## src/rtl/assert_macros.svh

```systemverilog
// Assertion macros used by the grid occupancy map RTL.
// No dependencies; bodies are empty when SYNTHESIS is defined.
`ifndef ASSERT_MACROS_SVH
`define ASSERT_MACROS_SVH

`ifndef SYNTHESIS
`define GOM_ASSERT(lbl, clk, rst, expr) \
  lbl: assert property (@(posedge clk) disable iff (rst) (expr)) \
    else $error("invariant violated");
`define GOM_ASSERT_IMPL(lbl, clk, rst, ante, cons) \
  lbl: assert property (@(posedge clk) disable iff (rst) (ante) |-> (cons)) \
    else $error("implication violated");
`define GOM_ASSERT_NEXT(lbl, clk, rst, ante, cons) \
  lbl: assert property (@(posedge clk) disable iff (rst) (ante) |=> (cons)) \
    else $error("next-cycle implication violated");
`else
`define GOM_ASSERT(lbl, clk, rst, expr)
`define GOM_ASSERT_IMPL(lbl, clk, rst, ante, cons)
`define GOM_ASSERT_NEXT(lbl, clk, rst, ante, cons)
`endif

`endif

```

## src/rtl/gom_pkg.sv

```systemverilog
// Package for the grid occupancy map: sizes, command codes, states and the
// token that walks the row cells. No dependencies.
package gom_pkg;

  localparam int MAX_ROWS = 32;
  localparam int MAX_COLS = 32;

  localparam int CNT_W = $clog2(MAX_ROWS + 1);
  localparam int COL_W = $clog2(MAX_COLS + 1);
  // signed working width for start + span and the built sizes
  localparam int SUM_W = 10;

  localparam logic signed [SUM_W-1:0] ZERO_S = '0;
  localparam logic signed [SUM_W-1:0] MAXR_S = SUM_W'(MAX_ROWS);
  localparam logic signed [SUM_W-1:0] MAXC_S = SUM_W'(MAX_COLS);

  typedef enum logic [1:0] {
    CMD_INIT     = 2'd0,
    CMD_SET_ROWS = 2'd1,
    CMD_MARK     = 2'd2,
    CMD_CHECK    = 2'd3
  } cmd_t;

  typedef enum logic [1:0] {
    ST_IDLE,
    ST_RUN,
    ST_HOLD
  } state_t;

  typedef struct packed {
    cmd_t                op;
    logic [CNT_W-1:0]    idx;
    logic [CNT_W-1:0]    lo;
    logic [CNT_W-1:0]    hi;
    logic [MAX_COLS-1:0] mask;
    logic                hit;
  } cell_tok_t;

endpackage

```

## src/rtl/gom_if.sv

```systemverilog
// Valid/ready channel interfaces for the grid occupancy map.
// No dependencies.
interface gom_req_if;
  logic                valid;
  logic                ready;
  logic [1:0]          command;
  logic signed [7:0]   row_base;
  logic signed [7:0]   col_base;
  logic [5:0]          row_len;
  logic [5:0]          col_len;
  logic [5:0]          new_rows;
  logic [5:0]          new_cols;

  modport source (
    output valid, command, row_base, col_base, row_len, col_len, new_rows, new_cols,
    input  ready
  );
  modport sink (
    input  valid, command, row_base, col_base, row_len, col_len, new_rows, new_cols,
    output ready
  );
endinterface

interface gom_rsp_if;
  logic valid;
  logic ready;
  logic region_free;
  logic size_error;

  modport source (output valid, region_free, size_error, input ready);
  modport sink   (input valid, region_free, size_error, output ready);
endinterface

```

## src/rtl/grid_occupancy_map_unit.sv

```systemverilog
// Top level of the grid occupancy map: command decode, row-cell chain and
// result register. Depends on gom_pkg, gom_if, gom_cell and assert_macros.svh.
//
// Usage:
//   req carries one command item (init, set row count, mark region, check
//   region) with valid/ready; rsp returns one result item per command with
//   region_free and size_error.
//   A command is decoded on acceptance into a token that walks a chain of
//   MAX_ROWS row cells, one cell per cycle; each cell clears, marks or tests
//   its own row bitmap. The token is registered once at launch and once in
//   each cell; when it leaves the chain the result is registered, then loaded
//   into the rsp output register once that register is free or taken.
//   req is ready only in the idle state, so a new command is not taken until
//   the result of the previous one has been loaded into the output register.
//   A new command may be accepted while the previous result still waits on
//   rsp. If rsp stays stalled when the next result is ready, it is held in a
//   second register and req is not ready until the first is taken.
//   Reset clears every row bitmap and both counts.
module grid_occupancy_map_unit
  import gom_pkg::*;
(
  input  logic         clk,
  input  logic         rst,
  gom_req_if.sink      req,
  gom_rsp_if.source    rsp
);

`include "assert_macros.svh"

  state_t state, state_next;

  logic [CNT_W-1:0] active_rows, active_rows_next;
  logic [COL_W-1:0] active_cols, active_cols_next;

  logic              launch_vld;
  cell_tok_t         launch_tok;
  logic [MAX_ROWS:0] chain_vld;
  cell_tok_t         chain_tok [0:MAX_ROWS];

  logic err_q, ok_q, chk_q;
  logic res_free, res_err;
  logic out_vld, out_free, out_err;

  logic accept;
  logic load_out;

  cmd_t                     cmd;
  logic signed [SUM_W-1:0]  rs, cs, rn, cn, re, ce, ar, ac;
  logic signed [SUM_W-1:0]  nr, nc, rows_cl, cols_cl;
  logic signed [SUM_W-1:0]  lo_s, hi_s, mlo, mhi;
  logic                     rows_err, cols_err, err_c, ok_c;
  logic [MAX_COLS-1:0]      mask_c;

  assign cmd = cmd_t'(req.command);
  assign rs  = SUM_W'(req.row_base);
  assign cs  = SUM_W'(req.col_base);
  assign rn  = signed'(SUM_W'(req.row_len));
  assign cn  = signed'(SUM_W'(req.col_len));
  assign nr  = signed'(SUM_W'(req.new_rows));
  assign nc  = signed'(SUM_W'(req.new_cols));
  assign ar  = signed'(SUM_W'(active_rows));
  assign ac  = signed'(SUM_W'(active_cols));
  assign re  = rs + rn;
  assign ce  = cs + cn;

  assign rows_err = nr > MAXR_S;
  assign cols_err = nc > MAXC_S;
  assign rows_cl  = rows_err ? MAXR_S : nr;
  assign cols_cl  = cols_err ? MAXC_S : nc;

  always_comb begin
    lo_s             = ZERO_S;
    hi_s             = ZERO_S;
    mlo              = ZERO_S;
    mhi              = ZERO_S;
    err_c            = 1'b0;
    ok_c             = 1'b0;
    active_rows_next = active_rows;
    active_cols_next = active_cols;
    case (cmd)
      CMD_INIT: begin
        err_c            = rows_err | cols_err;
        active_rows_next = CNT_W'(rows_cl);
        active_cols_next = COL_W'(cols_cl);
      end
      CMD_SET_ROWS: begin
        err_c            = rows_err;
        lo_s             = ar;
        hi_s             = rows_cl;
        active_rows_next = CNT_W'(rows_cl);
      end
      CMD_MARK: begin
        lo_s = (rs < ZERO_S) ? ZERO_S : ((rs > MAXR_S) ? MAXR_S : rs);
        hi_s = (re < ZERO_S) ? ZERO_S : ((re > ar) ? ar : re);
        mlo  = (cs < ZERO_S) ? ZERO_S : ((cs > MAXC_S) ? MAXC_S : cs);
        mhi  = (ce < ZERO_S) ? ZERO_S : ((ce > ac) ? ac : ce);
      end
      CMD_CHECK: begin
        ok_c = (rs >= ZERO_S) && (cs >= ZERO_S) && (re <= ar) && (ce <= ac);
        if (ok_c) begin
          lo_s = rs;
          hi_s = re;
          mlo  = cs;
          mhi  = ce;
        end
      end
      default: begin
      end
    endcase
  end

  always_comb begin
    for (int j = 0; j < MAX_COLS; j++) begin
      mask_c[j] = (signed'(SUM_W'(j)) >= mlo) && (signed'(SUM_W'(j)) < mhi);
    end
  end

  assign accept   = req.valid && req.ready;
  assign load_out = (state == ST_HOLD) && (!out_vld || rsp.ready);

  always_ff @(posedge clk) begin
    if (rst) begin
      state <= ST_IDLE;
    end else begin
      state <= state_next;
    end
  end

  always_comb begin
    state_next = state;
    req.ready  = 1'b0;
    case (state)
      ST_IDLE: begin
        req.ready = 1'b1;
        if (req.valid) begin
          state_next = ST_RUN;
        end
      end
      ST_RUN: begin
        if (chain_vld[MAX_ROWS]) begin
          state_next = ST_HOLD;
        end
      end
      ST_HOLD: begin
        if (!out_vld || rsp.ready) begin
          state_next = ST_IDLE;
        end
      end
      default: begin
        state_next = ST_IDLE;
      end
    endcase
  end

  always_ff @(posedge clk) begin
    if (rst) begin
      active_rows <= '0;
      active_cols <= '0;
      launch_vld  <= 1'b0;
    end else begin
      launch_vld <= accept;
      if (accept) begin
        active_rows <= active_rows_next;
        active_cols <= active_cols_next;
      end
    end
  end

  always_ff @(posedge clk) begin
    if (accept) begin
      launch_tok.op   <= cmd;
      launch_tok.idx  <= '0;
      launch_tok.lo   <= CNT_W'(lo_s);
      launch_tok.hi   <= CNT_W'(hi_s);
      launch_tok.mask <= mask_c;
      launch_tok.hit  <= 1'b0;
      err_q           <= err_c;
      ok_q            <= ok_c;
      chk_q           <= (cmd == CMD_CHECK);
    end
  end

  assign chain_vld[0] = launch_vld;
  assign chain_tok[0] = launch_tok;

  for (genvar g = 0; g < MAX_ROWS; g++) begin : g_cell
    gom_cell u_cell (
      .clk     (clk),
      .rst     (rst),
      .vld_in  (chain_vld[g]),
      .tok_in  (chain_tok[g]),
      .vld_out (chain_vld[g+1]),
      .tok_out (chain_tok[g+1])
    );
  end

  always_ff @(posedge clk) begin
    if (chain_vld[MAX_ROWS]) begin
      res_free <= chk_q && ok_q && !chain_tok[MAX_ROWS].hit;
      res_err  <= err_q;
    end
  end

  always_ff @(posedge clk) begin
    if (rst) begin
      out_vld <= 1'b0;
    end else if (load_out) begin
      out_vld <= 1'b1;
    end else if (rsp.ready) begin
      out_vld <= 1'b0;
    end
  end

  always_ff @(posedge clk) begin
    if (load_out) begin
      out_free <= res_free;
      out_err  <= res_err;
    end
  end

  assign rsp.valid       = out_vld;
  assign rsp.region_free = out_free;
  assign rsp.size_error  = out_err;

  `GOM_ASSERT(a_one_token, clk, rst, $onehot0(chain_vld))
  `GOM_ASSERT_NEXT(a_launch, clk, rst, accept, chain_vld[0])
  `GOM_ASSERT_IMPL(a_end_in_run, clk, rst, chain_vld[MAX_ROWS], state == ST_RUN)
  `GOM_ASSERT_IMPL(a_excl_flags, clk, rst, rsp.valid, !(rsp.region_free && rsp.size_error))
  `GOM_ASSERT(a_rows_bound, clk, rst, active_rows <= CNT_W'(MAX_ROWS))

endmodule

```

## src/rtl/gom_cell.sv

```systemverilog
// One row cell of the occupancy chain: holds one row bitmap, acts on the
// passing token and hands it on through a register. Depends on gom_pkg.
module gom_cell
  import gom_pkg::*;
(
  input  logic      clk,
  input  logic      rst,
  input  logic      vld_in,
  input  cell_tok_t tok_in,
  output logic      vld_out,
  output cell_tok_t tok_out
);

  logic [MAX_COLS-1:0] row_bits;
  logic                in_rng;
  logic                busy_hit;
  cell_tok_t           tok_next;

  assign in_rng   = (tok_in.idx >= tok_in.lo) && (tok_in.idx < tok_in.hi);
  assign busy_hit = (tok_in.op == CMD_CHECK) && in_rng && (|(row_bits & tok_in.mask));

  always_ff @(posedge clk) begin
    if (rst) begin
      row_bits <= '0;
    end else if (vld_in) begin
      case (tok_in.op)
        CMD_INIT: begin
          row_bits <= '0;
        end
        CMD_SET_ROWS: begin
          if (in_rng) begin
            row_bits <= '0;
          end
        end
        CMD_MARK: begin
          if (in_rng) begin
            row_bits <= row_bits | tok_in.mask;
          end
        end
        default: begin
        end
      endcase
    end
  end

  always_ff @(posedge clk) begin
    if (rst) begin
      vld_out <= 1'b0;
    end else begin
      vld_out <= vld_in;
    end
  end

  always_comb begin
    tok_next     = tok_in;
    tok_next.idx = tok_in.idx + CNT_W'(1);
    tok_next.hit = tok_in.hit | busy_hit;
  end

  always_ff @(posedge clk) begin
    tok_out <= tok_next;
  end

endmodule
```

## src/flat_wrapper.sv

```systemverilog
// flat-port wrapper written by rule: the top's interface ports become plain ports
module grid_occupancy_map_unit_flat import gom_pkg::*;
  (clk, rst, req_valid, req_command, req_row_base, req_col_base, req_row_len, req_col_len, req_new_rows, req_new_cols, req_ready, rsp_valid, rsp_region_free, rsp_size_error, rsp_ready);
  gom_req_if req_i ();
  gom_rsp_if rsp_i ();
  input  logic clk;
  input  logic rst;
  input wire logic [$bits(req_i.valid)-1:0] req_valid;
  input wire logic [$bits(req_i.command)-1:0] req_command;
  input wire logic [$bits(req_i.row_base)-1:0] req_row_base;
  input wire logic [$bits(req_i.col_base)-1:0] req_col_base;
  input wire logic [$bits(req_i.row_len)-1:0] req_row_len;
  input wire logic [$bits(req_i.col_len)-1:0] req_col_len;
  input wire logic [$bits(req_i.new_rows)-1:0] req_new_rows;
  input wire logic [$bits(req_i.new_cols)-1:0] req_new_cols;
  output wire logic [$bits(req_i.ready)-1:0] req_ready;
  output wire logic [$bits(rsp_i.valid)-1:0] rsp_valid;
  output wire logic [$bits(rsp_i.region_free)-1:0] rsp_region_free;
  output wire logic [$bits(rsp_i.size_error)-1:0] rsp_size_error;
  input wire logic [$bits(rsp_i.ready)-1:0] rsp_ready;
  assign req_i.valid = req_valid;
  assign req_i.command = req_command;
  assign req_i.row_base = req_row_base;
  assign req_i.col_base = req_col_base;
  assign req_i.row_len = req_row_len;
  assign req_i.col_len = req_col_len;
  assign req_i.new_rows = req_new_rows;
  assign req_i.new_cols = req_new_cols;
  assign req_ready = req_i.ready;
  assign rsp_valid = rsp_i.valid;
  assign rsp_region_free = rsp_i.region_free;
  assign rsp_size_error = rsp_i.size_error;
  assign rsp_i.ready = rsp_ready;
  grid_occupancy_map_unit u_core (.clk(clk), .rst(rst), .req(req_i), .rsp(rsp_i));
endmodule
```

## config.mk

```make
export PLATFORM = sky130hd
export DESIGN_NAME = grid_occupancy_map_unit_flat
export DESIGN_NICKNAME = d
export VERILOG_FILES = /design/src/rtl/gom_pkg.sv /design/src/rtl/gom_if.sv /design/src/rtl/grid_occupancy_map_unit.sv /design/src/rtl/gom_cell.sv /design/src/flat_wrapper.sv
export VERILOG_INCLUDE_DIRS = /design/src /design/src/rtl
export SDC_FILE = /design/constraint.sdc
export NUM_CORES = 2
export LEC_CHECK = 0
export BUFFER_PORTS_ARGS = -buffer_cell sky130_fd_sc_hd__buf_2
export CELL_PAD_IN_SITES_DETAIL_PLACEMENT = 0
export CELL_PAD_IN_SITES_GLOBAL_PLACEMENT = 1
export CORE_MARGIN = 2
export CORE_UTILIZATION = 50
export DETAILED_ROUTE_END_ITERATION = 7
export PLACE_DENSITY_LB_ADDON = 0.1
export SETUP_SLACK_MARGIN = 0.5
export SLEW_MARGIN = 20
export SYNTH_ARGS = -nofsm -noshare
export SYNTH_HDL_FRONTEND = slang
export SYNTH_SLANG_ARGS = --single-unit
```

## constraint.sdc

```tcl
create_clock -name clk -period 5.71 [get_ports clk]
set_clock_uncertainty 0.2 [all_clocks]
set_input_delay 1.713 -clock clk [delete_from_list [all_inputs] [get_ports clk]]
set_output_delay 1.713 -clock clk [all_outputs]
set_load 0.005 [all_outputs]
```

# Yosys cells after proc, flatten, opt, wreduce, memory -nomap -nowiden
# Cells that the tools add are included.
# op_classes
mux	122
bitwise_logic	96
reduce_logical	273
addsub	2
n_eq_ne	168
order_cmp	142
# op_table
cell	n
$pmux W32 S3	32
$mux W32	64
$and A32 B32 Y32	32
$or A32 B32 Y32	32
$reduce_or A32 Y1	32
$ge A6 B10 Y1 const A	16
$lt A6 B10 Y1 const A	16
$logic_and A1 B1 Y1	135
$eq A2 B2 Y1 const B	67
$ne A2 B2 Y1 const B	67
$reduce_and A4 Y1	32
$ge A5 B6 Y1 const A	16
$lt A5 B6 Y1 const A	16
$reduce_bool A3 Y1	32
$ge A5 B10 Y1 const A	8
$lt A5 B10 Y1 const A	8
$eq A2 B1 Y1 const B	34
$logic_not A2 Y1	34
$mux W10	6
$ge A4 B6 Y1 const A	8
$lt A4 B6 Y1 const A	8
$mux W6	8
$ge A4 B10 Y1 const A	4
$lt A4 B10 Y1 const A	4
36 further kinds	92
# totals
elab_cells	1039
ff_bits	2583
in_bits	46

# Longest topological paths before layout
# depth
ltp_word	8
depth_mapped	18
mapped_depth_nobuf	16

# Modules after synthesis
# A second synthesis with hierarchy kept.
# unflattened
hier_cells	11614
hier_area_um2	124777.2
# by_module_without_submodules
module	area_per_inst_um2	seq_area_each_um2	cells_per_inst	instances
gom_cell	3762.4	1721.7	349	32
grid_occupancy_map_unit	4381.7	1911.8	446	1

# Worst setup path after synthesis
# OpenSTA, ideal clock, no wires.
# synth_timing
path_kind	input to register
start	input req_col_len[1]
end	register u_core.launch_tok (netlist bit u_core.chain_tok[1697]), data pin
t_arrival_ps	4801
stages	17
path_buffers	2
slack_ps	427
cell_sequence	ha_1 > a211oi_2 > nor2_1 > o21a_1 > nor2_1 > xnor2_1 > ha_1 > a21oi_1 > nand2_1 > o22ai_1 > nand4_4 > o21ba_1 > buf_6 > a22o_4 > buf_6 > nor4_4 > a211oi_1
# synth_via
elab_chain_len	7
elab_cells_between_ends	14
cone_classes	add/sub (1); order compare (5); mux (6); reduce/logical (2)
# synth_lines
item	line_no	source
from (decl)	flat_wrapper.sv:13	input wire logic [$bits(req_i.col_len)-1:0] req_col_len;
$add A8 B7 Y9 *	grid_occupancy_map_unit.sv:64	assign ce = cs + cn;
$gt A10 B7 Y1 or $le A10 B7 Y1 (tied branches)	grid_occupancy_map_unit.sv:96, grid_occupancy_map_unit.sv:99	
$mux W10 or $logic_and A1 B1 Y1 (tied branches)	grid_occupancy_map_unit.sv:96, grid_occupancy_map_unit.sv:99	
$mux W10, on equally long branches	grid_occupancy_map_unit.sv:96, grid_occupancy_map_unit.sv:100	
$pmux W10 S2	grid_occupancy_map_unit.sv:80	case (cmd)
$lt A1 B10 Y1 or $ge A1 B10 Y1 (tied branches)	grid_occupancy_map_unit.sv:114	mask_c[j] = (signed'(SUM_W'(j)) >= mlo) && (signed'(SUM_W'(j)) < mhi);
$logic_and A1 B1 Y1 *	grid_occupancy_map_unit.sv:114	
net u_core.mask_c[0]	grid_occupancy_map_unit.sv:52	logic [MAX_COLS-1:0] mask_c;
to (decl)	grid_occupancy_map_unit.sv:36	cell_tok_t launch_tok;
# Mark *: on every way through the listed nets, which the timed path passes. The rest lies on a longest branch.
# A chain may end at the register's enable or synchronous reset.

# Worst setup path in the final report
# layout_timing
start	input req_row_base[0]
end	register u_core.launch_tok (netlist bit u_core.chain_tok[1716]), data pin
# layout_via
elab_chain_len	8
elab_cells_between_ends	13
cone_classes	add/sub (1); order compare (4); mux (4); reduce/logical (4)
# layout_lines
item	line_no	source
from (decl)	flat_wrapper.sv:10	input wire logic [$bits(req_i.row_base)-1:0] req_row_base;
$add A8 B7 Y9 or $ge A8 B1 Y1 (tied branches)	grid_occupancy_map_unit.sv:63, grid_occupancy_map_unit.sv:99	
$le A9 B7 Y1 or $logic_and A1 B1 Y1 (tied branches)	grid_occupancy_map_unit.sv:99	ok_c = (rs >= ZERO_S) && (cs >= ZERO_S) && (re <= ar) && (ce <= ac);
$logic_and A1 B1 Y1 * (2 in series)	grid_occupancy_map_unit.sv:99	
$mux W10	grid_occupancy_map_unit.sv:100	if (ok_c) begin
$pmux W10 S2	grid_occupancy_map_unit.sv:80	
$ge A6 B10 Y1 or $lt A6 B10 Y1 (tied branches)	grid_occupancy_map_unit.sv:114	
$logic_and A1 B1 Y1 *	grid_occupancy_map_unit.sv:114	
net u_core.mask_c[19]	grid_occupancy_map_unit.sv:52	
# Marks and branches as above.

==> flow_summary.yaml <==
status:
  status: "complete, no violations"
timing:
  tns_ns: 0
  fin_ws_ns: 0.820
  max_freq_mhz: 205
  holdWs_ns: 0.119
  rsz0062_at_grt: "no"
  hold_viol: 0
  tightest_slew_ns: 1.09
  finalMaxSlewViolations: 0
  period_share_pct: 85.6
  relSlewSlack_pct: 27.2
  period_needed_ns: 4.89
  setup_viol: 0
pwr:
  power_leakage_nw: 31.9
  ir_worst_vdd_uv: 303
  p_total_w: 0.0359
  p_per_area_nw_per_um2: 436
critical_path:
  path_cells: "buf_2 -> ha_1 -> inv_1 -> fa_1 -> nor2b_1 -> o21ai_0 -> nor2b_1 -> xnor2_1 -> ha_1 -> nand4_1 -> o21bai_1 -> o21bai_2 -> o211ai_4 -> a211oi_4 -> buf_4 -> a22o_4 -> buf_4 -> o21ai_1 -> a211oi_1"
  cp_slowest_cell: "fa_1"
  path_class: "input pin to register"
  worst_ep_required_time_ns: 6.15
  path_buf_inv: 4
  start_kind: "input pin"
  end_kind: "register"
  crit_fanout: 18
  cp_top_family: "compound AO/OA/AOI/OAI gates"
  critPathMaxStageDelay_ns: 0.38
  arrival_ns: 5.33
final_layout:
  syn2layout_area_growth_pct: 14.9
  utilization_pct: 58.0
  multiInputGateArea_um2: 18600
  nets: 6429
  drive_above_1_share_pct: 9.00
  seqCellArea_um2: 52000
  fill_cells: 12000
placed_design:
  hpwl_um: 111000
  io_buffers: 49
  place_ws_ns: 0.0244
  place_congestion: 0.807
clock_tree:
  cts_tree: "done"
  cts-buffers-inserted: 236
  post_cts_resize_count: 0
  holdBufCountCts: 0
  cts.sink_count: 2573
  cts_setup_buffers: 0
  root_buffer: "clkbuf_16"
  clk_latency_ns: 0.82
  clk_path_buf_depth: 3
  clkTransAtPathRegs_ns: 0.06
  htree_num_levels: 4
logic_synthesis:
  synth_top_cell_area_share_pct: 70.4
  ys.flop_type: "dfxtp_1"
  ys_types: 91
  synth_seq_area_share_pct: 72.6
  postSynthAreaPerCell_um2: 11.5
  synth.most_common_cell: "dfxtp_1"
  synth.area.top_cells: "dfxtp_1 70%, a21oi_1 7.7%, nor2_1 5.8%, a22oi_1 2.8%, edfxtp_1 2.2%"
  yosysWarningCount: 0
  synth-edff-count: 53
  syn-num-nets: 6297
  synth_commonest_cells: "2520 x dfxtp_1, 1103 x nor2_1, 1098 x a21oi_1"
  async_reset_ff_share_pct: 0
  synth_area_leader_cell: "dfxtp_1"
  syn_inst: 6225
  synth_area_um2: 71600
  yosys_register_bits: 2573
detailed_routing:
  post_drt_via_cell_ratio: 5.32
  final_antenna_net_count: 0
  vias: 45000
  wl_per_cell_um: 18.7
  drt-initial-drc-count: 2858
  finalWirelength_um: 158000
  drc: 0
  first_pass_iters: 5
grt:
  grtUsageTotal_pct: 21.3
  grt_max_degree: 50
  overflow: 0
  grt_pass1_wl_um: 246000
  antenna_found_initial: 10
  grt_pass1_vias: 42600
floorplan:
  core-area_um2: 142000
  num_rows: 138
  dieArea_um2: 146000
  die_width_um: 383
  pin_count: 50
  initial_utilization_pct: 50.5
  die_h_um: 383
flow_run:
  drv_cap: 0
hold_path:
  hp-class: "register to register"
[where the power goes]
part / internal, W / total, W / leakage (nW) / switching, W
combinational: 0.000187 / 0.000558 / 6.41 / 0.000371
sequential: 0.0185 / 0.0190 / 21.3 / 0.000464
clock: 0.00975 / 0.0163 / 4.12 / 0.00656
[registers in the layout, indices dropped and copies added (netlist names), 2 cells and up]
register and flops:
u_core.active_cols 6, u_core.active_rows 6, u_core.chain_tok 46, u_core.g_cell.u_cell.row_bits 1024
u_core.g_cell.u_cell.tok_out 1448, u_core.g_cell.u_cell.vld_out 32, u_core.state 2
[placed cells by master (no fill, tap or decap), drive strengths merged, types with 53 or more instances in the layout]
cell type	Yosys	layout
dfxtp	2520	2520
edfxtp	53	53
nand4	100	100
clkbuf	150	345
clkinv	1	53
a22o	132	132
buf	70	114
a21oi	1098	1098
nand2	70	70
a221oi	136	136
a22oi	264	264
nor2	1105	1105
inv	60	66
[layer usage]
layer	track usage [%]	share of wire, %	vias to the layer above	wire length (µm)
met5	0	0.0051	-	8
met4	5.77	2.0	2	3210
met3	3.70	4.8	236	7520
met2	32.6	44	853	69500
met1	31.0	49	21600	77500
li1	-	-	22200	-
[logic make-up (layout without fill, tap and decap cells)]
group,after synthesis,in the layout,share of synthesized area (%)
flip-flops,2573,2573,72.6
AND/OR/NAND/NOR,1438,1438,8.52
AO/OA/AOI/OAI,1901,1901,16.8
buffers and inverters,281,609,1.53
XOR/XNOR,6,6,0.0734
adder cells (fa/ha/maj),26,26,0.475
other,0,4,0
[area by class of cell]
type | instances | share of cell area, %
clock inverter | 89 | 1.50
multi-input combinational | 3371 | 22.5
sequential | 2573 | 63.2
tap | 1890 | 2.87
timing repair buffer | 114 | 0.962
inverter | 61 | 0.280
clock buffer | 345 | 8.60
antenna | 4 | 0.0122
[metrics by stage]
step / std cells / area (µm²)
2_1_floorplan: 6225 / 71600
3_3_place_gp: 8006 / 73900
3_5_place_dp: 8007 / 73900
4_1_cts: 8441 / 82200
5_1_grt: 8443 / 82300
6_report: 8447 / 82300
[path summary, 6_finish.rpt]
path | startpoint | to | slack, ns | depth (start not counted)
setup / recovery | req_row_base[0] | u_core.chain_tok[1716] | 0.82 | 19
hold / removal | u_core.g_cell[18].u_cell.tok_out[39] | u_core.g_cell[19].u_cell.tok_out[39] | 0.12 | 0
setup reg to reg | u_core.active_cols[5] | u_core.chain_tok[1698] | 2.45 | 11
hold reg to reg | u_core.g_cell[18].u_cell.tok_out[39] | u_core.g_cell[19].u_cell.tok_out[39] | 0.12 | 0
No activity file was read; power rests on OpenSTA's default activity.
